### src/rtl/core/assert_macros.svh
// ----------------------------------------------------------------------------
// assert_macros.svh
// assertion helpers shared by the rtl; defining ASSERT_OFF strips them
// ----------------------------------------------------------------------------
`ifndef ASSERT_MACROS_SVH
`define ASSERT_MACROS_SVH

`ifndef ASSERT_OFF

// same-cycle implication
`define ASSERT_IMPLY(label, clk, rst, ante, cons) \
  label: assert property (@(posedge clk) disable iff (rst) (ante) |-> (cons)) \
    else $error("assertion failed: same-cycle implication");

// next-cycle implication
`define ASSERT_NEXT(label, clk, rst, ante, cons) \
  label: assert property (@(posedge clk) disable iff (rst) (ante) |=> (cons)) \
    else $error("assertion failed: next-cycle implication");

`else

`define ASSERT_IMPLY(label, clk, rst, ante, cons)
`define ASSERT_NEXT(label, clk, rst, ante, cons)

`endif

`endif

### src/rtl/core/cvms_pkg.sv
// ----------------------------------------------------------------------------
// cvms_pkg
// shared constants, types and helpers of the control value to midi scaler
// ----------------------------------------------------------------------------
package cvms_pkg;

  localparam int FRAC_BITS  = 16;
  localparam int IN_W       = 18;
  localparam int ROOT_FRAC  = 20;
  localparam int ROOT_BITS  = ROOT_FRAC + 1;
  localparam int CUBE_W     = 3 * ROOT_BITS;
  localparam int ROOT_SHIFT = 3 * ROOT_FRAC - FRAC_BITS;
  localparam int MAG_W      = FRAC_BITS + 1;
  localparam int SQ_W       = 2 * ROOT_BITS;
  localparam int REM_W      = 2 * ROOT_BITS + 6;
  localparam int Q_W        = (ROOT_FRAC > FRAC_BITS) ? ROOT_FRAC + 1 : FRAC_BITS + 1;
  localparam int P_W        = Q_W + 1;
  localparam int LEVEL_W    = 14;
  localparam int LEVEL7_W   = 7;
  localparam int PROD_W     = P_W + LEVEL_W;
  localparam int KIND_W     = 4;
  localparam int CHAN_W     = 4;
  localparam int NUM_W      = 14;
  localparam int CFG_IDX_W  = 3;
  localparam int CFG_DATA_W = 14;

  localparam logic [LEVEL_W-1:0] SCALE7  = 14'h007f;
  localparam logic [LEVEL_W-1:0] SCALE14 = 14'h3fff;

  localparam logic [KIND_W-1:0] KIND_CONTROLLER = 4'd3;
  localparam logic [KIND_W-1:0] KIND_PITCH_BEND = 4'd6;
  localparam logic [KIND_W-1:0] KIND_NRPN       = 4'd9;

  typedef enum logic [CFG_IDX_W-1:0] {
    REG_EVENT_KIND,
    REG_MIDI_CHANNEL,
    REG_CONTROLLER_NUMBER,
    REG_LOG_MODE,
    REG_INVERT_MODE,
    REG_BIPOLAR_MODE,
    REG_OUTPUT_ENABLE
  } cfg_reg_t;

  // operand carried down the cube root pipeline
  typedef struct packed {
    logic                 neg;
    logic [MAG_W-1:0]     mag;
    logic [CUBE_W-1:0]    pend;
    logic [REM_W-1:0]     rem;
    logic [ROOT_BITS-1:0] root;
    logic [SQ_W-1:0]      sq;
  } root_t;

  typedef struct packed {
    logic log_on;
    logic bipolar;
    logic invert;
    logic wide;
  } mode_t;

  // pitch bend, ctl14, rpn and nrpn use the 14-bit range
  function automatic logic is_wide(input logic [KIND_W-1:0] kind);
    return (kind >= KIND_PITCH_BEND) && (kind <= KIND_NRPN);
  endfunction

endpackage

### src/rtl/core/cvms_front.sv
// ----------------------------------------------------------------------------
// cvms_front
// input stage: range clamp, sign split and root operand set-up
// ----------------------------------------------------------------------------
module cvms_front (
  input  logic                                 clk,
  input  logic                                 rst,
  input  logic                                 bipolar,
  input  logic                                 enable,
  input  logic                                 up_valid,
  input  logic signed [cvms_pkg::IN_W-1:0]     control_value,
  output logic                                 up_ready,
  output logic                                 dn_valid,
  output cvms_pkg::root_t                      dn_data,
  input  logic                                 dn_ready
);

  localparam int X_W = (cvms_pkg::IN_W > cvms_pkg::FRAC_BITS + 2) ?
                       cvms_pkg::IN_W : cvms_pkg::FRAC_BITS + 2;
  localparam logic signed [X_W-1:0] ONE =
    {{(X_W - cvms_pkg::FRAC_BITS - 1){1'b0}}, 1'b1, {cvms_pkg::FRAC_BITS{1'b0}}};
  localparam logic signed [X_W-1:0] NEG_ONE = -ONE;

  logic signed [X_W-1:0] xs;
  logic signed [X_W-1:0] xc;
  logic [X_W-1:0]        absx;
  logic                  adv;
  cvms_pkg::root_t       data_next;

  assign adv      = !dn_valid || dn_ready;
  assign up_ready = adv;

  always_comb begin
    xs = X_W'(control_value);
    if (xs > ONE) begin
      xc = ONE;
    end else if (bipolar && (xs < NEG_ONE)) begin
      xc = NEG_ONE;
    end else if (!bipolar && (xs < 0)) begin
      xc = '0;
    end else begin
      xc = xs;
    end
    absx = (xc < 0) ? X_W'(-xc) : X_W'(xc);
    data_next.neg  = (xc < 0);
    data_next.mag  = absx[cvms_pkg::MAG_W-1:0];
    data_next.pend = cvms_pkg::CUBE_W'(data_next.mag) << cvms_pkg::ROOT_SHIFT;
    data_next.rem  = '0;
    data_next.root = '0;
    data_next.sq   = '0;
  end

  always_ff @(posedge clk) begin
    if (rst) begin
      dn_valid <= 1'b0;
    end else if (adv) begin
      dn_valid <= up_valid && enable;
    end
  end

  always_ff @(posedge clk) begin
    if (adv) begin
      dn_data <= data_next;
    end
  end

endmodule

### config.mk
export PLATFORM = sky130hd
export DESIGN_NAME = cvms_front
export DESIGN_NICKNAME = d
export VERILOG_FILES = /design/src/rtl/core/assert_macros.svh /design/src/rtl/core/cvms_pkg.sv /design/src/rtl/core/cvms_front.sv
export SDC_FILE = /design/constraint.sdc
export NUM_CORES = 1
export LEC_CHECK = 0
export ABC_CLOCK_PERIOD_IN_PS = 5800
export BUFFER_PORTS_ARGS = -buffer_cell sky130_fd_sc_hd__buf_2
export CAP_MARGIN = 10
export CORE_AREA = 2 2 84 86
export CTS_BUF_LIST = sky130_fd_sc_hd__clkbuf_16
export DETAILED_ROUTE_END_ITERATION = 8
export DIE_AREA = 0 0 86 88
export PLACE_DENSITY = 0.77
export SLEW_MARGIN = 20
export SYNTH_ARGS = -nofsm -noshare
export SYNTH_HDL_FRONTEND = slang
export SYNTH_SLANG_ARGS = --single-unit
### constraint.sdc
create_clock -name clk -period 5.8 [get_ports clk]
set_clock_uncertainty 0.1 [all_clocks]
set_input_delay 1.74 -clock clk [delete_from_list [all_inputs] [get_ports clk]]
set_output_delay 1.74 -clock clk [all_outputs]
set_load 0.02 [all_outputs]
[Word level (Yosys, flattened, before mapping)]
Cells that the tools add are included.
Storage, ports and cells
  memory bits (writable): 0
  bits of input ports: 24
  memories kept: 0
  bits in registers: 19
  memory bits (read-only): 0
  output and inout bits: 194
  logic and storage cells: 18
  bits in latches: 0
Operators by class
  reduce and logical (&&, ||, !) cells: 6
  add/subtract/negate cells: 1
  muxes and demuxes: 4
  bitwise gates (word level): 0
  magnitude comparators: 4
  shifts and indexed selects: 0
  $mul: 0
  eq/ne operators: 0
  div/mod/pow operators: 0
Operator list (count)
  2-to-1 mux 18 bit: 3
  less-than comparator 18 x 1 -> 1 bit (second input constant): 2
  greater-than comparator 18 bit (second input constant): 1
  less-than comparator 18 x 17 -> 1 bit (second input constant): 1
  2-to-1 mux 17 bit: 1
  negation 17 bit: 1
  logical AND 1 bit: 3
  zero test 1 bit: 2
  logical OR 1 bit: 1

[Logic depth before layout (Yosys ltp)]
Gate-level depths: netlist of run 1.
  depth in word-level cells: 7
  mapped depth: 9

[Worst setup path after synthesis of run 1]
Ideal clock, no wire load.
  kind: input port to flip-flop
  start point: input control_value[0] (netlist bit)
  end point: register dn_data[167] (netlist bit) (data pin)
  required time: 5532 ps
  path slack: 1533 ps
  library setup time: 168 ps
  stages: 8
  path buffers: 0
  arrival: 4000 ps
  cell sequence: or4_4 -> nor4_2 -> a21o_1 -> nand2_1 -> ha_1 -> a21oi_1 -> o21ai_0 -> a211oi_1
On the way
  longest elaborated chain between the ends: 7
  elaborated cells between the ends (all ways): 11
  those cells by class: add/sub: 1; order compare: 4; mux: 4; reduce/logical: 2
RTL lines
  from (decl): RTL line cvms_front.sv:11  | input logic signed [cvms_pkg::IN_W-1:0] control_value,
  less-than comparator 18 x 1 -> 1 bit: RTL line cvms_front.sv:39  | end else if (!bipolar && (xs < 0)) begin
  logical AND 1 bit: RTL line cvms_front.sv:39
  2-to-1 mux 18 bit: RTL line cvms_front.sv:39
  2-to-1 mux 18 bit: RTL line cvms_front.sv:37  | end else if (bipolar && (xs < NEG_ONE)) begin
  2-to-1 mux 18 bit *: RTL line cvms_front.sv:35  | if (xs > ONE) begin
  negation 17 bit / less-than comparator 18 x 1 -> 1 bit (equally long branches): RTL line cvms_front.sv:44  | absx = (xc < 0) ? X_W'(-xc) : X_W'(xc);
  2-to-1 mux 17 bit *: RTL line cvms_front.sv:44
  named net absx[12]: RTL line cvms_front.sv:26  | logic [X_W-1:0] absx;
  to (signal assigned): RTL line cvms_front.sv:63  | dn_data <= data_next;
  to (decl): RTL line cvms_front.sv:14  | output cvms_pkg::root_t dn_data,
The timed path passes the listed nets; every way through them passes the cells marked *.
A chain may end at the register's enable or synchronous reset.

[Final worst setup path of run 1]
  start point: input control_value[0] (netlist bit)
  end point: register dn_data[169] (netlist bit) (data pin)
Same word-level chain as after synthesis.

==> metrics, run 1 <==
status finished, final reports clean; period utilization 80.1%; area leader, netlist buf_4; Synth Instances 284; detailed-route via count 1537; worst hold slack 674 ps; Syn Area/Cell 8.61 um^2; synthesis warning total 0; Core Region 6640 um^2; routed length per instance 9.42 um; PostCTS Resize Cnt 0; Post-CTS Hold Buffers 0; Area Growth Syn to Fin -9.72%; Final min period 4640 ps; Synth top cells by count buf_4, edfxtp_1, nand2_1; Post-Route Setup TNS 0 ps; number of max-cap violations 0; Fillers 681; most used cell, CP a211oi_1; Root Driver clkbuf_16; Synth async-reset ratio 0%; Final Hold Fails 0; CTS Sinks 19; most frequent cell after synthesis buf_4; RSZ-0062 raised after global routing false; CTS tree yes; setup violators final 0; Total Wirelength 3850 um; worst-path cell chain buf_2, or4_4, nor4_2, a21o_1, nand2_1, ha_1, a21oi_1, a211oi_1, a211oi_1; layout cells sized above 1 23.1%; clock buffer depth 2; final max-slew violation count 0; WP buf/inv 1; htree depth 1; die height 88 um; crit start category input port; Seq cells post-synth 19; Primary FF master, synth edfxtp_1; 1st-iter DRT viols 33; Crit path largest cell delay 560 ps; Antenna Diode Count 0; largest net degree at the start of global routing 21; final net count 355; clock buffer count from CTS 3; slowest CP cell or4_4; Skew-Pair Late Insertion Delay 250 ps; VDD IR max 0.0000911 V; DIE AREA 7570 um^2; worst slew pin tran 880 ps; Worst Path Class, Setup in -> reg; routed vias/inst 3.76; Syn Std Cell Area 2440 um^2; CP required 5770 ps; setup bufs post-CTS 0; drt pass-1 iters 4; total grt overflow 0; Die W 86 um; vias in the first global route 1083; DRC viols 0; worst hold path class reg -> reg; Critical Path End Type flop; P per Cell Area 232 nW/um^2; overall routing resource usage 8.20%; hpwl dp 3190 um; CP top delay family compound AO/OA/AOI/OAI gates; share of the synthesized area in the top cell type 53.4%; WP data arrival 4610 ps; Synth area leaders buf_4, edfxtp_1, nand2_1, a211oi_1, o31ai_1; Port Buffers 60; Seq/Total Area, Yosys 22.9%; Antenna Nets Post-Route 0; Static Leak 0.00125 uW; first-pass GRT wire length 4910 um; achievable frequency 215 MHz; Netlist cell types 40; I/O Pins 218; crit-path max FO 8; initial antenna violation count 0; worst rel slew slack 40.8%; initial core utilization 36.8%; Clk pin slew, worst setup/hold paths 50 ps; row count 30; RD Place Congestion 0.807; EDFF count, synth 18
routing by layer:
layer	wire [um]	global-route usage (%)	share of wire, %	vias to the layer above
li1	-	-	-	714
met1	1230	8.81	32	683
met2	2030	15.5	53	135
met3	540	1.41	14	5
met4	56	3.90	1.5	0
met5	0	0	0	-
final cells by class:
type / instances / area, um^2 / area share (%)
Inverter: 5 / 18.8 / 0.850
Sequential cell: 19 / 561 / 25.4
Timing Repair Buffer: 62 / 315 / 14.3
Multi-Input combinational cell: 239 / 1130 / 51.4
Tap cell: 80 / 100 / 4.54
Clock buffer: 3 / 75.1 / 3.40
Clock inverter: 1 / 3.75 / 0.170
state kept, by name, summed over array words and instances, names as in the netlist:
| signal | cells |
|---|---|
| dn_valid | 1 |
| dn_data | 18 |
placed cells by master (no fill, tap or decap), drive strengths merged, types with 2 or more instances in the layout:
master	n
or2	4
nor4	2
o211ai	2
or3	3
nor3	4
buf	62
o21ai	9
nand2	13
a211oi	5
edfxtp	18
xnor2	3
o31ai	5
o211a	3
nor2	4
conb	157
inv	5
clkbuf	3
or4	4
a21oi	6
where the power goes:
group	switching, uW	internal, uW	total (uW)
combinational	162	36.4	198
sequential	5.19	166	171
clock	50.0	91.8	142
total	217	294	511
kinds of logic (layout without fill, tap and decap cells):
family                     count (synthesis)  in the layout  synth area share, %
buffers and inverters                    182             71                 54.7
and+or+nand+nor                           39             39                 8.96
muxes                                      1              1                0.409
xor gates and xnor gates                   3              3                 1.07
other                                      1            157                0.153
DFF                                       19             19                 22.9
AOI/OAI and AO/OA                         38             38                 11.3
adders and majority gates                  1              1                0.512
stage by stage:
stage	util, %	cells	setup slack [ps]	instance area, um^2	total power [uW]
floorplan	-	440	1530	3030	423
global placement	32.0	405	1040	2130	368
detailed placement	32.0	405	895	2130	369
CTS	33.2	409	1140	2210	509
global route	33.2	409	949	2210	533
finish	33.2	409	1160	2210	511
worst paths after layout:
check,startpoint,end,slack [ps],cells after the start
max,control_value[0],dn_data[169],1160,9
min,dn_valid,dn_valid,670,3
min reg2reg,dn_valid,dn_valid,670,3
max reg2reg,dn_valid,dn_data[171],4750,2
worst min-delay path, delay by kind of cell (launching register included):
kind,cells,cell delay [ps]
DFF,1,320
AOI/OAI and AO/OA,1,150
and+or+nand+nor,1,60
buffers and inverters,1,210
Power figures use the tool's default switching activity.
==> run 2, diff against run 1 <==
- ABC_CLOCK_PERIOD_IN_PS: 5800 -> 4400
- CORE_AREA: 2 2 84 86 -> 2 2 85 87
- DIE_AREA: 0 0 86 88 -> 0 0 87 89
- PLACE_DENSITY: 0.77 -> 0.75
- clock period: 5.8 -> 4.4 ns (I/O delays scaled with it)
==> run 2 against run 1 <==
Clock power is 33% higher. Core utilization shrank 0.13 points. Hold slack better by 62 ps. Register-to-register slack got worse by 1500 ps. Sequential share of layout area is 0.19 points lower. Via count increased by 1.4%. Largest cell class unchanged.
==> metrics, run 2 (same netlist as run 1, synthesis figures left out) <==
status finished, final reports clean; CTS Sinks 19; Port Buffers 60; achievable frequency 276 MHz; largest net degree at the start of global routing 20; Antenna Nets Post-Route 0; slowest CP cell nor4_1; Antenna Diode Count 0; RSZ-0062 raised after global routing false; Final Hold Fails 0; row count 30; Static Leak 0.00126 uW; worst slew pin tran 870 ps; period utilization 82.3%; Total Wirelength 4020 um; die height 89 um; initial antenna violation count 0; vias in the first global route 1111; setup bufs post-CTS 0; routed length per instance 9.77 um; layout cells sized above 1 23.9%; P per Cell Area 305 nW/um^2; DRC viols 0; reg-to-reg setup timing slack 3270 ps; Die W 87 um; Clk pin slew, worst setup/hold paths 60 ps; 1st-iter DRT viols 38; Skew-Pair Late Insertion Delay 260 ps; routed vias/inst 3.79; Final WS setup 781 ps; RR Startpoint dn_valid; I/O Pins 218; capturing point of the worst reg2reg path dn_data[157]; RD Place Congestion 0.832; Root Driver clkbuf_16; commonest non-fill, non-tap cell in the layout conb_1; overall routing resource usage 8.31%; overall power 677 uW; worst-path cell chain buf_2, or3_1, nor4_1, a21o_1, nand2_1, ha_1, a21oi_1, buf_4, a211oi_1, nor3_1; hpwl dp 3390 um; crit start category input port; most frequent cells in the layout conb_1, buf_2, edfxtp_1; max reg flops 18; CP required 4370 ps; clock buffer depth 2; final max-slew violation count 0; Worst Path Class, Setup in -> reg; largest reg by FF count dn_data; CTS tree yes; Area Growth Syn to Fin -9.06%; Multi-input gate area 1130 um^2; Critical Path End Type flop; first-pass GRT wire length 5090 um; final net count 357; number of max-cap violations 0; FF+latch area 561 um^2; Post-CTS Hold Buffers 0; clock buffer count from CTS 3; total grt overflow 0; WP buf/inv 2; Worst Setup SP control_value[11]; Largest regs dn_data (18), dn_valid (1); Crit path depth 10; WP data arrival 3590 ps; Setup crit end dn_data[161]; setup violators final 0; Post-Route Setup TNS 0 ps; DIE AREA 7740 um^2; VDD IR max 0.000123 V; initial core utilization 36.4%; crit-path max FO 8; Fillers 682; Core Region 6720 um^2; CP top delay family simple AND/OR/NAND/NOR gates; worst rel slew slack 41.5%; Reg2Reg Depth 2; PostCTS Resize Cnt 0; worst hold path class reg -> reg; Final min period 3620 ps; worst hold slack 736 ps; htree depth 1; detailed-route via count 1558; Post-Place Setup Slack 573 ps; Crit path largest cell delay 420 ps; drt pass-1 iters 4
run 2: worst min-delay path by stage:
stage / from / endpoint / slack (ps) / cells past startpoint
after global placement: dn_valid / dn_valid / 710 / 3
after floorplan: dn_valid / dn_valid / 1040 / 2
after global routing: dn_valid / dn_data[169] / 800 / 2
after detailed placement: dn_valid / dn_valid / 740 / 3
final: dn_valid / dn_valid / 740 / 3
after CTS: dn_valid / dn_valid / 760 / 3
run 2: final cells by class:
cell class	instances	share of cell area (%)
Sequential cell	19	25.2
Tap cell	80	4.50
Clock buffer	3	3.38
Clock inverter	1	0.225
Inverter	5	0.844
Timing Repair Buffer	64	14.9
Multi-Input combinational cell	239	51.0
run 2: worst min-delay path: cells and delay by family, from the launching register on:
kind | cells | cell delay, ps
compound gates | 1 | 140
simple gates | 1 | 100
buf+inv | 1 | 240
flops | 1 | 320
run 2: metal layers:
metal,GRT usage [%],part of all wire (%),vias to the layer above
met5,0,0,-
li1,-,-,710
met4,4.83,1.5,0
met1,8.14,30,705
met3,1.57,13,5
met2,16.2,56,138
run 2: report_power, final:
group	switching, uW	internal [uW]	leakage, uW
combinational	213	48.6	0.00100
clock	67.2	122	0.0000409
sequential	7.33	219	0.000213
run 2: per-stage QoR:
stage	utilization [%]	area, um^2	std cells
detailed placement	31.9	2140	407
CTS	33.1	2220	411
global placement	31.9	2140	407
finish	33.1	2220	411
global route	33.1	2220	411
floorplan	-	3030	440
==> run 3, diff against run 2 <==
- ABC_CLOCK_PERIOD_IN_PS: 4400 -> 2950
- CORE_AREA: 2 2 85 87 -> default
- CORE_ASPECT_RATIO: default -> 1.75
- CORE_MARGIN: default -> 2
- CORE_UTILIZATION: default -> 35
- DIE_AREA: 0 0 87 89 -> default
- PLACE_DENSITY: 0.75 -> 0.77
- clock period: 4.4 -> 2.95 ns (I/O delays scaled with it)
==> run 3 against run 2 <==
The flow now finishes with violations (setup timing). Combinational power grew 69%. Setup slack lost 790 ps. First-iteration DRC count shrank 66%. Final cell count grew 8.3%. Final area grew 15%. Clock power grew 40%. Routed wire length grew 16%. Core utilization grew 4.6 points. Largest power group unchanged.
==> metrics, run 3 (same netlist as run 1, synthesis figures left out) <==
Skew-Pair Late Insertion Delay 240 ps; RD Place Congestion 0.845; slowest CP cell or4_4; RSZ-0062 raised after global routing true; capturing point of the worst reg2reg path dn_data[164]; first-pass GRT wire length 6070 um; die height 115 um; largest net degree at the start of global routing 20; hpwl dp 4020 um; crit start category input port; Largest regs dn_data (18), dn_valid (1); Final WS setup -6.76 ps; Worst Hold Path EP dn_valid; placed instance area 2340 um^2; VDD IR max 0.000134 V; WP data arrival 2970 ps; final max-slew violation count 0; failing checks setup timing; Worst Path Class, Setup in -> reg; number of max-cap violations 0; CP required 2960 ps; largest reg by FF count dn_data; DIE AREA 7700 um^2; Total Wirelength 4650 um; Final Hold Fails 0; Area Growth Syn to Fin 4.91%; most used cell, CP buf_6; reg-to-reg setup timing slack 1890 ps; htree depth 1; CTS Sinks 19; Final min period 2960 ps; clock buffer count from CTS 3; vias in the first global route 1324; most frequent cells in the layout conb_1, buf_2, buf_4; Port Buffers 60; design area 2560 um^2; max reg flops 18; period utilization 100%; Core Region 6810 um^2; Fillers 737; Root Driver clkbuf_16; FF+latch area 561 um^2; Multi-input gate area 1220 um^2; total grt overflow 0; layout cells sized above 1 33.0%; CTS tree yes; Crit path largest cell delay 540 ps; Antenna Diode Count 0; final net count 387; RR Startpoint dn_valid; Post-Route Utilization 37.7%; P per Cell Area 409 nW/um^2; Die W 67.2 um; Critical Path End Type flop; status finished with violations; DRC viols 0; Reg2Reg Depth 2; worst hold path class reg -> reg; commonest non-fill, non-tap cell in the layout conb_1; Static Leak 0.00143 uW; worst-path cell chain buf_6, or4_4, nor4_4, a21o_1, nand2_2, ha_4, a21oi_4, buf_6, o21a_1, o221a_1; achievable frequency 338 MHz; Min-Delay Path Depth 3; Antenna Nets Post-Route 0; detailed-route via count 1689; worst hold slack 686 ps; overall power 1050 uW; 1st-iter DRT viols 13; drt pass-1 iters 4; setup violators final 1; initial antenna violation count 0; I/O Pins 218; crit-path max FO 4; initial core utilization 35.9%; routed length per instance 10.4 um; Clk pin slew, worst setup/hold paths 50 ps; Hold Path Origin dn_valid; Post-Place Setup Slack -356 ps; overall routing resource usage 10.6%; row count 40; routed vias/inst 3.80; clock buffer depth 2
==> run 3: cell type report <==
class                      instances  share of cell area (%)
tap                               84                    4.10
sequential                        19                    21.9
clock inverter                     1                   0.146
clock buffer                       3                    2.93
multi-input combinational        239                    47.4
timing repair buffer              94                    22.8
inverter                           5                   0.732
==> run 3: worst max-delay path by stage <==
| stage | startpoint | to | slack (ps) | depth (start not counted) |
|---|---|---|---|---|
| after floorplan | control_value[3] | dn_data[157] | -200 | 7 |
| after global placement | control_value[3] | dn_data[165] | -260 | 9 |
| after detailed placement | control_value[3] | dn_data[165] | -360 | 9 |
| after CTS | control_value[9] | dn_data[165] | -80 | 9 |
| after global routing | control_value[2] | dn_data[163] | -90 | 10 |
| final | control_value[2] | dn_data[163] | -7 | 10 |
==> run 3: metrics by stage <==
step	cells	TNS (ps)
after floorplan	440	-1050
after global placement	432	-1570
after detailed placement	432	-2340
after CTS	442	-182
after global routing	445	-451
final	445	-6.76
==> run 3: worst max-delay path: cells and delay by family <==
kind | cells | cell delay [ps]
buf+inv | 2 | 240
simple gates | 3 | 930
compound gates | 4 | 730
fa+ha+maj | 1 | 180
==> run 3: layer usage <==
layer  wire length (um)  up-vias  global-route usage [%]
li1                   -      771                       -
met1               1350      770                    8.97
met2               2740      146                    22.3
met3                516        2                    1.38
met4                 39        0                    4.76
met5                  0        -                       0
==> run 3: timing repair <==
| item | CTS | global route |
|---|---|---|
| setup endpoints to repair | 7 | 8 |
| resized for setup | 9 | 8 |
| hold buffers | 0 | 0 |
| pin swaps | 9 | 10 |
| buffers inserted | 6 | 3 |
| endpoints found under the hold margin | 0 | 0 |
==> run 3: report_power, final <==
group | internal (uW) | switching (uW) | total (uW)
Clock | 180 | 84.4 | 264
Sequential | 327 | 14.2 | 342
Combinational | 108 | 335 | 443
Total | 615 | 434 | 1050
