$ cat config.mk
export PLATFORM = sky130hd
export DESIGN_NAME = cvms_level
export DESIGN_NICKNAME = d
export VERILOG_FILES = /design/src/rtl/core/assert_macros.svh /design/src/rtl/core/cvms_pkg.sv /design/src/rtl/core/cvms_level.sv
export SDC_FILE = /design/constraint.sdc
export NUM_CORES = 1
export LEC_CHECK = 0
export ABC_AREA = 1
export BUFFER_PORTS_ARGS = -buffer_cell sky130_fd_sc_hd__buf_4
export CAP_MARGIN = 5
export CORE_MARGIN = 2
export CORE_UTILIZATION = 35
export DETAILED_ROUTE_END_ITERATION = 16
export SLEW_MARGIN = 20
export SYNTH_ARGS = -nofsm -noshare
export SYNTH_HDL_FRONTEND = slang
export SYNTH_SLANG_ARGS = --single-unit
$ cat constraint.sdc
create_clock -name clk -period 4.35 [get_ports clk]
set_input_delay 0.2175 -clock clk [delete_from_list [all_inputs] [get_ports clk]]
set_output_delay 0.2175 -clock clk [all_outputs]
set_load 0.005 [all_outputs]
$ cat src/rtl/core/assert_macros.svh
// ----------------------------------------------------------------------------
// assert_macros.svh
// assertion helpers shared by the rtl; defining ASSERT_OFF strips them
// ----------------------------------------------------------------------------
`ifndef ASSERT_MACROS_SVH
`define ASSERT_MACROS_SVH

`ifndef ASSERT_OFF

// same-cycle implication
`define ASSERT_IMPLY(label, clk, rst, ante, cons) \
  label: assert property (@(posedge clk) disable iff (rst) (ante) |-> (cons)) \
    else $error("assertion failed: same-cycle implication");

// next-cycle implication
`define ASSERT_NEXT(label, clk, rst, ante, cons) \
  label: assert property (@(posedge clk) disable iff (rst) (ante) |=> (cons)) \
    else $error("assertion failed: next-cycle implication");

`else

`define ASSERT_IMPLY(label, clk, rst, ante, cons)
`define ASSERT_NEXT(label, clk, rst, ante, cons)

`endif

`endif

$ cat src/rtl/core/cvms_pkg.sv
// ----------------------------------------------------------------------------
// cvms_pkg
// shared constants, types and helpers of the control value to midi scaler
// ----------------------------------------------------------------------------
package cvms_pkg;

  localparam int FRAC_BITS  = 16;
  localparam int IN_W       = 18;
  localparam int ROOT_FRAC  = 20;
  localparam int ROOT_BITS  = ROOT_FRAC + 1;
  localparam int CUBE_W     = 3 * ROOT_BITS;
  localparam int ROOT_SHIFT = 3 * ROOT_FRAC - FRAC_BITS;
  localparam int MAG_W      = FRAC_BITS + 1;
  localparam int SQ_W       = 2 * ROOT_BITS;
  localparam int REM_W      = 2 * ROOT_BITS + 6;
  localparam int Q_W        = (ROOT_FRAC > FRAC_BITS) ? ROOT_FRAC + 1 : FRAC_BITS + 1;
  localparam int P_W        = Q_W + 1;
  localparam int LEVEL_W    = 14;
  localparam int LEVEL7_W   = 7;
  localparam int PROD_W     = P_W + LEVEL_W;
  localparam int KIND_W     = 4;
  localparam int CHAN_W     = 4;
  localparam int NUM_W      = 14;
  localparam int CFG_IDX_W  = 3;
  localparam int CFG_DATA_W = 14;

  localparam logic [LEVEL_W-1:0] SCALE7  = 14'h007f;
  localparam logic [LEVEL_W-1:0] SCALE14 = 14'h3fff;

  localparam logic [KIND_W-1:0] KIND_CONTROLLER = 4'd3;
  localparam logic [KIND_W-1:0] KIND_PITCH_BEND = 4'd6;
  localparam logic [KIND_W-1:0] KIND_NRPN       = 4'd9;

  typedef enum logic [CFG_IDX_W-1:0] {
    REG_EVENT_KIND,
    REG_MIDI_CHANNEL,
    REG_CONTROLLER_NUMBER,
    REG_LOG_MODE,
    REG_INVERT_MODE,
    REG_BIPOLAR_MODE,
    REG_OUTPUT_ENABLE
  } cfg_reg_t;

  // operand carried down the cube root pipeline
  typedef struct packed {
    logic                 neg;
    logic [MAG_W-1:0]     mag;
    logic [CUBE_W-1:0]    pend;
    logic [REM_W-1:0]     rem;
    logic [ROOT_BITS-1:0] root;
    logic [SQ_W-1:0]      sq;
  } root_t;

  typedef struct packed {
    logic log_on;
    logic bipolar;
    logic invert;
    logic wide;
  } mode_t;

  // pitch bend, ctl14, rpn and nrpn use the 14-bit range
  function automatic logic is_wide(input logic [KIND_W-1:0] kind);
    return (kind >= KIND_PITCH_BEND) && (kind <= KIND_NRPN);
  endfunction

endpackage

$ cat src/rtl/core/cvms_level.sv
// ----------------------------------------------------------------------------
// cvms_level
// curve select and scaling product, then rounding, limit, invert and output
// ----------------------------------------------------------------------------
module cvms_level (
  input  logic                          clk,
  input  logic                          rst,
  input  cvms_pkg::mode_t               mode,
  input  logic                          up_valid,
  input  cvms_pkg::root_t               up_data,
  output logic                          up_ready,
  output logic                          valid,
  input  logic                          stall,
  output logic [cvms_pkg::LEVEL_W-1:0]  level
);

  localparam int WHOLE_W = cvms_pkg::PROD_W - cvms_pkg::Q_W;
  localparam logic [cvms_pkg::Q_W-1:0] HALF = cvms_pkg::Q_W'(1) << (cvms_pkg::Q_W - 1);
  localparam logic [cvms_pkg::P_W-1:0] MID  = cvms_pkg::P_W'(1) << (cvms_pkg::Q_W - 1);

  logic                            prod_valid;
  logic [cvms_pkg::PROD_W-1:0]     prod;
  logic [cvms_pkg::PROD_W-1:0]     prod_next;
  logic [cvms_pkg::P_W-1:0]        p;
  logic [cvms_pkg::P_W-1:0]        offs;
  logic                            prod_adv;
  logic                            out_adv;

  logic [WHOLE_W-1:0]              whole;
  logic [cvms_pkg::Q_W-1:0]        frac;
  logic                            round_up;
  logic [WHOLE_W-1:0]              rounded;
  logic [cvms_pkg::LEVEL_W-1:0]    scale;
  logic [cvms_pkg::LEVEL_W-1:0]    limited;
  logic [cvms_pkg::LEVEL_W-1:0]    level_next;

  assign out_adv  = !valid || !stall;
  assign prod_adv = !prod_valid || out_adv;
  assign up_ready = prod_adv;

  // p holds the unit value with Q_W fraction bits
  always_comb begin
    if (mode.log_on) begin
      offs = cvms_pkg::P_W'(up_data.root) << (cvms_pkg::Q_W - cvms_pkg::ROOT_FRAC - 1);
      if (mode.bipolar) begin
        p = up_data.neg ? (MID - offs) : (MID + offs);
      end else begin
        p = offs << 1;
      end
    end else begin
      offs = cvms_pkg::P_W'(up_data.mag) << (cvms_pkg::Q_W - cvms_pkg::FRAC_BITS - 1);
      if (mode.bipolar) begin
        p = up_data.neg ? (MID - offs) : (MID + offs);
      end else begin
        p = offs << 1;
      end
    end
    // scale is 2^n - 1, so the product is a shift and a subtract
    if (mode.wide) begin
      prod_next = (cvms_pkg::PROD_W'(p) << cvms_pkg::LEVEL_W) - cvms_pkg::PROD_W'(p);
    end else begin
      prod_next = (cvms_pkg::PROD_W'(p) << cvms_pkg::LEVEL7_W) - cvms_pkg::PROD_W'(p);
    end
  end

  always_comb begin
    whole    = prod[cvms_pkg::PROD_W-1:cvms_pkg::Q_W];
    frac     = prod[cvms_pkg::Q_W-1:0];
    round_up = (frac > HALF) || ((frac == HALF) && whole[0]);
    rounded  = whole + WHOLE_W'(round_up);
    scale    = mode.wide ? cvms_pkg::SCALE14 : cvms_pkg::SCALE7;
    if (rounded > WHOLE_W'(scale)) begin
      limited = scale;
    end else begin
      limited = rounded[cvms_pkg::LEVEL_W-1:0];
    end
    level_next = mode.invert ? (scale - limited) : limited;
  end

  always_ff @(posedge clk) begin
    if (rst) begin
      prod_valid <= 1'b0;
      valid      <= 1'b0;
    end else begin
      if (prod_adv) begin
        prod_valid <= up_valid;
      end
      if (out_adv) begin
        valid <= prod_valid;
      end
    end
  end

  always_ff @(posedge clk) begin
    if (prod_adv) begin
      prod <= prod_next;
    end
    if (out_adv) begin
      level <= level_next;
    end
  end

endmodule

---- Yosys cells after proc, flatten, opt, wreduce, memory -nomap -nowiden ----
Index checks and enable logic that the tools add are counted.
operators by class
  add/sub/neg operators ................... 8
  magnitude comparators ................... 2
  equality and inequality tests ........... 1
  mux-type cells .......................... 9
  reductions and logical operators ........ 7
operators by type and width
  kind                    number
  $mux 22                 5
  $add 21x21->22 const A  2
  $sub 21x21->22 const A  2
  $mux 14                 3
  $mux 36                 1
  $sub 36x22->36          1
  $sub 29x22->30          1
  $eq 21x21->1 const B    1
  $gt 21x21->1 const B    1
  $add 15x1->15           1
  $gt 15x14->1            1
  $sub 14x14->14          1
  $logic_not 1->1         3
  $logic_or 1x1->1        3
  $logic_and 1x1->1       1
word-level totals
  flip-flop bits (word level) ............. 52
  input port bits ......................... 200
  output and inout port bits .............. 16
  logic and storage cells ................. 31

---- Depth between registers and ports, before layout ----
Gate-level depths: netlist (run 1).
  depth after elaboration ................. 8
  mapped depth ............................ 33
  gate-level depth less buffers ........... 33

---- Worst setup path before layout (run 1) ----
Ideal clock, no wire load.
  path type ............................... reg-to-reg
  start point ............................. register prod[20] (netlist bit)
  end point ............................... register level[13] (netlist bit), data pin
  setup time .............................. 0.254 ns
  arrival ................................. 3.662 ns
  path slack .............................. 0.434 ns
  cell stages (with the launch flop) ...... 31
  path buffers ............................ 1
  clock period less this slack ............ 3.916 ns
  cell sequence ........................... edfxtp_1 > nand2_1 > inv_1 > ha_1 > nand2_1 > nor2_2 > nand4_1 > nor2_1 > xor2_1 > inv_1 > ha_1 > nand2_1 > nor2_1 > nand3_1 > nor2_1 > nand3_1 > nor2_1 > nand2_1 > nand2_2 > nand2_1 > buf_2 > o21ai_0 > inv_1 > ha_1 > fa_1 > inv_1 > nand3_1 > nand2_1 > nand2_1 > nand3_1 > nand2_1
between the ends
  longest elaborated chain between the ends .. 8
  elaborated cells between the ends (all ways) .. 9
  those cells by class .................... 2 x add/sub; 2 x order compare; 1 x eq/ne; 2 x mux; 2 x reduce/logical
RTL lines
  item                                                  line              RTL
  start: declaration                                    cvms_level.sv:22  logic [cvms_pkg::PROD_W-1:0] prod;
  start signal: assignment                              cvms_level.sv:96  prod <= prod_next;
  branches (longest 2 deep; another with $gt 21x21->1)  -
  $logic_or 1x1->1 (*)                                  cvms_level.sv:69  round_up = (frac > HALF) || ((frac == HALF) && whole[0]);
  $add 15x1->15 (*)                                     cvms_level.sv:70  rounded = whole + WHOLE_W'(round_up);
  $gt 15x14->1                                          cvms_level.sv:72  if (rounded > WHOLE_W'(scale)) begin
  $mux 14 (*)                                           cvms_level.sv:72
  $sub 14x14->14                                        cvms_level.sv:77  level_next = mode.invert ? (scale - limited) : limited;
  $mux 14 (*)                                           cvms_level.sv:77
  via level_next (one bit)                              cvms_level.sv:35  logic [cvms_pkg::LEVEL_W-1:0] level_next;
  end signal: assignment                                cvms_level.sv:99  level <= level_next;
  end: declaration                                      cvms_level.sv:14  output logic [cvms_pkg::LEVEL_W-1:0] level
Mark *: on every way through the listed nets, which the timed path passes.
A chain may end at the register's enable or synchronous reset.

---- Final worst setup path (run 1) ----
Ends and elaborated chain as after synthesis.

==> flow_summary.json, run 1 <==
{
  "async_reset_ff_share_pct": 0,
  "finalClockSkew_ns": 0.00728,
  "wl_per_cell_um": 14.5,
  "finalCriticalPeriod_ns": 4.01,
  "path_clk_slew_ns": 0.07,
  "start_util_pct": 35.8,
  "worst_setup_path_start_kind": "flip-flop",
  "dp_slack_ns": 0.135,
  "syn_nets": 1425,
  "tightestPinTransition_ns": 0.956,
  "fin_util_pct": 41.2,
  "yosysWarnings": 0,
  "ir_drop_v": 0.000141,
  "ys_seq_area_share_pct": 21.2,
  "antenna_cells": 0,
  "antenna_found_initial": 0,
  "post_synth.cell_area_avg_um2": 6.12,
  "drc_errors": 0,
  "cts-root-buf": "clkbuf_16",
  "critical_path_required_ns": 4.40,
  "ff2ff_setup_slack_ns": 0.34,
  "fill_cells": 2219,
  "path_max_fanout": 5,
  "status": "completed",
  "port-buffer-count": 62,
  "leakage_nw": 4.12,
  "h-tree-depth": 2,
  "first_global_vias": 7230,
  "area_delta_synth_final_pct": 15.3,
  "slowest_delay_ns": 0.38,
  "synth_ff_type": "edfxtp_1",
  "clock_sinks": 52,
  "grt.total_usage_pct": 20.1,
  "synth_area_mm2": 0.00726,
  "ys_types": 56,
  "post-place-cells": 1506,
  "finalWorstSetupSlack_ns": 0.342,
  "die_h_um": 148,
  "first_pass_iters": 5,
  "synth-edff-count": 50,
  "slew_headroom_pct": 36.3,
  "critPathKind": "reg -> reg",
  "nNetsFinal": 1491,
  "finish.instance_area_mm2": 0.00837,
  "crit_path_end_kind": "flip-flop",
  "post-dp-hpwl_um": 17800,
  "power.density_mw_per_mm2": 278,
  "vias": 7826,
  "postPlaceCellArea_mm2": 0.00802,
  "via_per_inst": 5.14,
  "finalMaxSlewViolations": 0,
  "globalplace.congestion": 0.949,
  "dieArea_mm2": 0.0219,
  "syn_inst": 1187,
  "cap_violations": 0,
  "crit_arrival_ns": 4.06,
  "cts_buffers": 5,
  "mostFrequentLayoutCells": "331 x nand2_1, 131 x inv_1, 129 x nor2_1",
  "final_common_cell": "nand2_1",
  "fin_tns_setup_ns": 0,
  "max-clock-path-buffers": 2,
  "final_hold_viol_count": 0,
  "cts_tree": "yes",
  "fin_cells": 1524,
  "antenna_left": 0,
  "ys_seq_elements": 52,
  "grt_max_degree": 53,
  "clk_latency_ns": 0.30,
  "finalSetupViolations": 0,
  "die_w_um": 148,
  "grt_pass1_wl_um": 35700,
  "std_cell_rows": 52,
  "wl_um": 22100,
  "grt_overflow_total": 0,
  "drtIter0Drc": 451,
  "min_path_type": "in -> reg",
  "max_freq_mhz": 249,
  "drive_above_1_share_pct": 16.2,
  "period_share_pct": 92.1,
  "core_area_mm2": 0.0203,
  "slowest_stage": "edfxtp_1",
  "pin_count": 216
}
==> flip-flops by register name, indices dropped and copies added (netlist names) <==
register    cells
valid           1
level          14
prod           36
prod_valid      1
==> repair_timing <==
item / 4_1_cts / 5_1_grt
gates resized for setup: 0 / 30
setup endpoints to repair: 0 / 6
setup buffers: 0 / 10
hold buffers: 0 / 0
==> metrics by stage <==
stage | hold WS [ns] | total power [mW]
detailed placement | 0.388 | 1.81
CTS | 0.0676 | 2.27
global placement | 0.384 | 1.81
floorplan | 0.287 | 1.47
global route | 0.0663 | 2.51
finish | 0.0749 | 2.32
==> final timing paths <==
check / from / to / cells past startpoint
max reg2reg: prod[20] / level[13] / 29
min reg2reg: prod_valid / valid / 2
min: rst / prod_valid / 2
max: prod[20] / level[13] / 29
==> cells in the mapped netlist (9+ instances only) <==
cell / instances / area, um2
a21oi_1: 90 / 450
buf_2: 13 / 65.1
edfxtp_1: 50 / 1500
ha_1: 37 / 463
inv_1: 135 / 507
inv_2: 20 / 75.1
nand2_1: 340 / 1280
nand2_2: 21 / 131
nand3_1: 121 / 606
nand3b_1: 9 / 67.6
nand4_1: 28 / 175
nor2_1: 131 / 492
nor2_2: 10 / 62.6
o21ai_0: 43 / 215
o21ai_1: 21 / 105
xor2_1: 24 / 210
==> layer usage <==
layer | GRT usage, % | routed length (um)
met4 | 7.90 | 794
met3 | 2.24 | 1070
met1 | 26.2 | 10200
met5 | 0 | 0
met2 | 34.1 | 10100
==> cell families after synthesis <==
family	synth area share, %
buffers and inverters	10.6
flip-flops	21.2
adder cells (fa/ha/maj)	6.65
AND/OR/NAND/NOR	43.4
XOR/XNOR	3.38
AO/OA/AOI/OAI	14.7
==> power breakdown <==
group,total (mW),switching [mW],internal [mW]
Sequential,0.711,0.0383,0.673
Clock,0.452,0.178,0.274
Combinational,1.16,0.727,0.433
Total,2.32,0.943,1.38
==> critical path: cells and delay by family, from the launching register on <==
kind / cells / cell delay [ns]
adder cells (fa/ha/maj): 4 / 0.98
flip-flops: 1 / 0.38
buffers and inverters: 5 / 0.51
AND/OR/NAND/NOR: 18 / 1.53
XOR/XNOR: 1 / 0.17
AO/OA/AOI/OAI: 1 / 0.19
==> final cells by class <==
cell class / instances / area (um2) / area share (%)
Tap cell: 270 / 338 / 4.04
Clock inverter: 2 / 38.8 / 0.463
Timing Repair Buffer: 89 / 672 / 8.03
Sequential cell: 52 / 1540 / 18.4
Inverter: 157 / 591 / 7.05
Clock buffer: 6 / 129 / 1.54
Multi-Input combinational cell: 948 / 5060 / 60.5
(Power assumes the default switching activity.)
==> run 2: changes to the inputs <==
--- a/config.mk
+++ b/config.mk
@@ -10,6 +10,7 @@
 export CAP_MARGIN = 5
 export CORE_MARGIN = 2
 export CORE_UTILIZATION = 35
+export CTS_BUF_LIST = sky130_fd_sc_hd__clkbuf_8 sky130_fd_sc_hd__clkbuf_16
 export DETAILED_ROUTE_END_ITERATION = 16
 export SLEW_MARGIN = 20
 export SYNTH_ARGS = -nofsm -noshare
==> constraint.sdc (replaced) <==
create_clock -name clk -period 4.53 [get_ports clk]
set_input_delay 0.2265 -clock clk [delete_from_list [all_inputs] [get_ports clk]]
set_output_delay 0.2265 -clock clk [all_outputs]
set_load 0.005 [all_outputs]
==> flow_summary.json, run 2 (synthesis gave the netlist of run 1 again) <==
{
  "finalClockSkew_ns": 0.0104,
  "holdBufCountCts": 0,
  "first_pass_iters": 7,
  "leakage_nw": 4.07,
  "slew_headroom_pct": 34.6,
  "die_w_um": 148,
  "dieArea_mm2": 0.0219,
  "antenna_found_initial": 0,
  "globalplace.congestion": 0.933,
  "period_share_pct": 90.5,
  "slowest_delay_ns": 0.38,
  "start_util_pct": 35.8,
  "port-buffer-count": 62,
  "largest_reg_flops": 36,
  "crit_path_frequent_cell": "nand2_1",
  "fill_cells": 2230,
  "wl_per_cell_um": 14.6,
  "grt.total_usage_pct": 20.1,
  "max_freq_mhz": 244,
  "std_cell_rows": 52,
  "crit_path_end_kind": "flip-flop",
  "power.density_mw_per_mm2": 266,
  "antenna_left": 0,
  "clk_latency_ns": 0.30,
  "status": "completed",
  "min_path_type": "in -> reg",
  "finalCriticalPeriod_ns": 4.10,
  "wl_um": 22200,
  "vias": 7764,
  "finalPower_mw": 2.19,
  "cts-root-buf": "clkbuf_16",
  "via_per_inst": 5.13,
  "h-tree-depth": 2,
  "grt_max_degree": 53,
  "area_delta_synth_final_pct": 13.2,
  "core_area_mm2": 0.0203,
  "worst_setup_path_start_kind": "flip-flop",
  "pin_count": 216,
  "finalSetupViolations": 0,
  "drc_errors": 0,
  "critPathKind": "reg -> reg",
  "final_hold_viol_count": 0,
  "ir_drop_v": 0.000153,
  "nNetsFinal": 1481,
  "clock_sinks": 52,
  "critical_path_required_ns": 4.59,
  "die_h_um": 148,
  "grt_pass1_wl_um": 35700,
  "cts_tree": "yes",
  "grt_overflow_total": 0,
  "crit_arrival_ns": 4.17,
  "cts_buffers": 5,
  "drive_above_1_share_pct": 14.1,
  "tightestPinTransition_ns": 0.981,
  "post-place-cells": 1503,
  "antenna_cells": 0,
  "top_register": "prod",
  "path_clk_slew_ns": 0.07,
  "slowest_stage": "fa_1",
  "path_max_fanout": 7,
  "post-dp-hpwl_um": 17700,
  "first_global_vias": 7049,
  "finalMaxSlewViolations": 0,
  "fin_cells": 1514,
  "reg.largest.list": "prod: 36 flops, level: 14 flops",
  "cap_violations": 0,
  "mostFrequentLayoutCells": "338 x nand2_1, 136 x inv_1, 130 x nor2_1",
  "final_common_cell": "nand2_1",
  "max-clock-path-buffers": 2,
  "drtIter0Drc": 572
}
==> run 2: cell types whose count changed in the layout (fill, tap and decap cells not counted), moves of 3 or more <==
cell,change
buf_4,-10
nand2_1,+7
ha_4,-3
ha_1,+3
inv_2,-4
nand2_2,-6
inv_1,+5
==> run 2: final cells by class <==
| class | count | area (um2) | share of cell area (%) |
|---|---|---|---|
| Multi-Input combinational cell | 948 | 4990 | 60.7 |
| Sequential cell | 52 | 1540 | 18.7 |
| Timing Repair Buffer | 79 | 597 | 7.26 |
| Inverter | 157 | 591 | 7.18 |
| Tap cell | 270 | 338 | 4.11 |
| Clock buffer | 5 | 125 | 1.52 |
| Clock inverter | 3 | 42.5 | 0.517 |
==> run 2: per-layer routing <==
| metal | global-route usage [%] | routed length (um) | vias up |
|---|---|---|---|
| met5 | 0 | 0 | - |
| met1 | 26.6 | 10100 | 3463 |
| li1 | - | - | 4033 |
| met4 | 4.86 | 384 | 0 |
| met2 | 35.1 | 10400 | 241 |
| met3 | 2.33 | 1240 | 27 |
==> run 2: worst paths after layout <==
check / from / end / slack [ns] / cells past startpoint
setup / recovery: prod[20] / level[13] / 0.43 / 29
hold / removal: rst / valid / 0.08 / 2
setup reg to reg: prod[20] / level[13] / 0.43 / 29
hold reg to reg: prod_valid / valid / 0.47 / 2
==> run 2: critical path, delay by kind of cell, from the launching register on <==
family	cells	cell delay (ns)
flops	1	0.37
buf+inv	4	0.31
xor+xnor	1	0.20
fa+ha+maj	4	1.01
simple gates	19	1.81
compound gates	1	0.16
==> run 2: through the flow <==
| stage | area [um2] | setup slack (ns) | TNS (ns) | hold WS [ns] | util, % |
|---|---|---|---|---|---|
| floorplan | 7260 | 0.614 | 0 | 0.296 | - |
| global placement | 8000 | 0.269 | 0 | 0.393 | 39.4 |
| finish | 8220 | 0.429 | 0 | 0.0776 | 40.5 |
| global route | 8220 | -0.0291 | -0.0482 | 0.0755 | 40.5 |
| detailed placement | 8000 | 0.241 | 0 | 0.395 | 39.4 |
| CTS | 8170 | 0.235 | 0 | 0.0733 | 40.2 |
==> run 2: power by group <==
group / internal, mW / switching [mW]
Combinational: 0.385 / 0.685
Clock: 0.261 / 0.177
Sequential: 0.646 / 0.0339
==> run 2: repair_timing <==
| action | CTS | global route |
|---|---|---|
| resized for setup | 0 | 9 |
| setup buffers | 0 | 3 |
| setup endpoints to repair | 0 | 6 |
==> run 3: changes to the inputs <==
--- a/config.mk
+++ b/config.mk
@@ -9,9 +9,10 @@
 export BUFFER_PORTS_ARGS = -buffer_cell sky130_fd_sc_hd__buf_4
 export CAP_MARGIN = 5
 export CORE_MARGIN = 2
-export CORE_UTILIZATION = 35
-export CTS_BUF_LIST = sky130_fd_sc_hd__clkbuf_8 sky130_fd_sc_hd__clkbuf_16
+export CORE_UTILIZATION = 55
+export CTS_BUF_LIST = sky130_fd_sc_hd__clkbuf_4 sky130_fd_sc_hd__clkbuf_8
 export DETAILED_ROUTE_END_ITERATION = 16
+export PLACE_DENSITY = 0.84
 export SLEW_MARGIN = 20
 export SYNTH_ARGS = -nofsm -noshare
 export SYNTH_HDL_FRONTEND = slang
==> flow_summary.json, run 3 (synthesis gave the netlist of run 1 again) <==
{
  "grt_pass1_wl_um": 34800,
  "finalPower_mw": 2.09,
  "std_cell_rows": 41,
  "start_util_pct": 56.9,
  "dieArea_mm2": 0.0141,
  "critPathKind": "reg -> reg",
  "nNetsFinal": 1477,
  "antenna_left": 0,
  "finalClockSkew_ns": 0.0177,
  "cts-root-buf": "clkbuf_8",
  "antenna_found_initial": 0,
  "core_area_mm2": 0.0128,
  "worst_setup_path_start_kind": "flip-flop",
  "clk_latency_ns": 0.32,
  "reg.largest.list": "prod: 36 flops, level: 14 flops",
  "drtIter0Drc": 781,
  "fin_cells": 1412,
  "largest_reg_flops": 36,
  "first_global_vias": 7392,
  "clock_sinks": 52,
  "min_path_type": "in -> reg",
  "vias": 7944,
  "final_common_cell": "nand2_1",
  "wl_um": 21000,
  "final_hold_viol_count": 0,
  "max_freq_mhz": 235,
  "leakage_nw": 4.02,
  "via_per_inst": 5.63,
  "slowest_delay_ns": 0.38,
  "crit_path_end_kind": "flip-flop",
  "crit_arrival_ns": 4.34,
  "port-buffer-count": 62,
  "finalSetupViolations": 0,
  "tightestPinTransition_ns": 1.02,
  "crit_path_frequent_cell": "nand2_1",
  "ff2ff_setup_slack_ns": 0.27,
  "top_register": "prod",
  "post-place-cells": 1398,
  "wl_per_cell_um": 14.9,
  "die_h_um": 119,
  "h-tree-depth": 2,
  "first_pass_iters": 8,
  "path_max_fanout": 7,
  "ir_drop_v": 0.000141,
  "finalMaxSlewViolations": 0,
  "critical_path_required_ns": 4.61,
  "status": "completed",
  "antenna_cells": 0,
  "grt_max_degree": 42,
  "drive_above_1_share_pct": 14.2,
  "globalplace.congestion": 1.05,
  "finalCriticalPeriod_ns": 4.26,
  "cap_violations": 0,
  "pin_count": 216,
  "slew_headroom_pct": 32.0,
  "max-clock-path-buffers": 2,
  "fin_util_pct": 62.8,
  "cts_tree": "yes",
  "area_delta_synth_final_pct": 10.5,
  "grt.total_usage_pct": 29.8,
  "holdBufCountCts": 0,
  "die_w_um": 119,
  "cts_buffers": 5,
  "period_share_pct": 94.0,
  "grt_overflow_total": 0,
  "mostFrequentLayoutCells": "338 x nand2_1, 134 x inv_1, 130 x nor2_1",
  "drc_errors": 0,
  "post-dp-hpwl_um": 16600,
  "slowest_stage": "edfxtp_1",
  "path_clk_slew_ns": 0.11,
  "power.density_mw_per_mm2": 260
}
==> run 3: critical path, delay by kind of cell, from the launching register on <==
| kind | cells | cell delay (ns) |
|---|---|---|
| AOI/OAI and AO/OA | 2 | 0.19 |
| xor gates and xnor gates | 1 | 0.21 |
| adders and majority gates | 3 | 0.76 |
| buffers and inverters | 2 | 0.16 |
| DFF | 1 | 0.38 |
| and+or+nand+nor | 23 | 2.35 |
==> run 3: metal layers <==
metal | share of wire (%) | track usage [%] | vias up | wire [um]
met4 | 2.7 | 10.4 | 0 | 563
met3 | 7.1 | 3.69 | 42 | 1500
li1 | - | - | 4029 | -
met1 | 43 | 38.9 | 3545 | 9060
met5 | 0 | 0 | - | 0
met2 | 47 | 50.9 | 328 | 9880
==> run 3: area by class of cell <==
class	instances	area [um2]
Multi-Input combinational cell	948	5000
Inverter	157	591
Sequential cell	52	1540
Fill cell	1221	4750
Clock buffer	6	76.3
Clock inverter	2	38.8
Tap cell	172	215
Timing Repair Buffer	75	563
==> run 3: final timing paths <==
check,start,endpoint,cells past startpoint
setup / recovery,prod[20],level[12],31
hold / removal,rst,valid,2
setup reg to reg,prod[20],level[12],31
hold reg to reg,prod_valid,valid,2
==> run 3: power breakdown <==
group          total [mW]  internal (mW)  switching [mW]
combinational        1.07          0.383           0.684
sequential          0.682          0.646          0.0362
clock               0.340          0.173           0.167
total                2.09           1.20           0.887
==> run 3: what timing repair did <==
action	CTS	global route
buffers inserted	0	6
setup endpoints to repair	0	6
gates resized for setup	0	12
==> run 3: stage by stage <==
step	instance area, um2	hold WS [ns]	setup slack [ns]	TNS [ns]
after CTS	7940	0.0489	0.0252	0
after global routing	8020	0.0559	-0.0659	-0.148
after global placement	7820	0.392	0.199	0
after floorplan	7260	0.296	0.614	0
after detailed placement	7820	0.398	0.0765	0
final	8020	0.0494	0.270	0
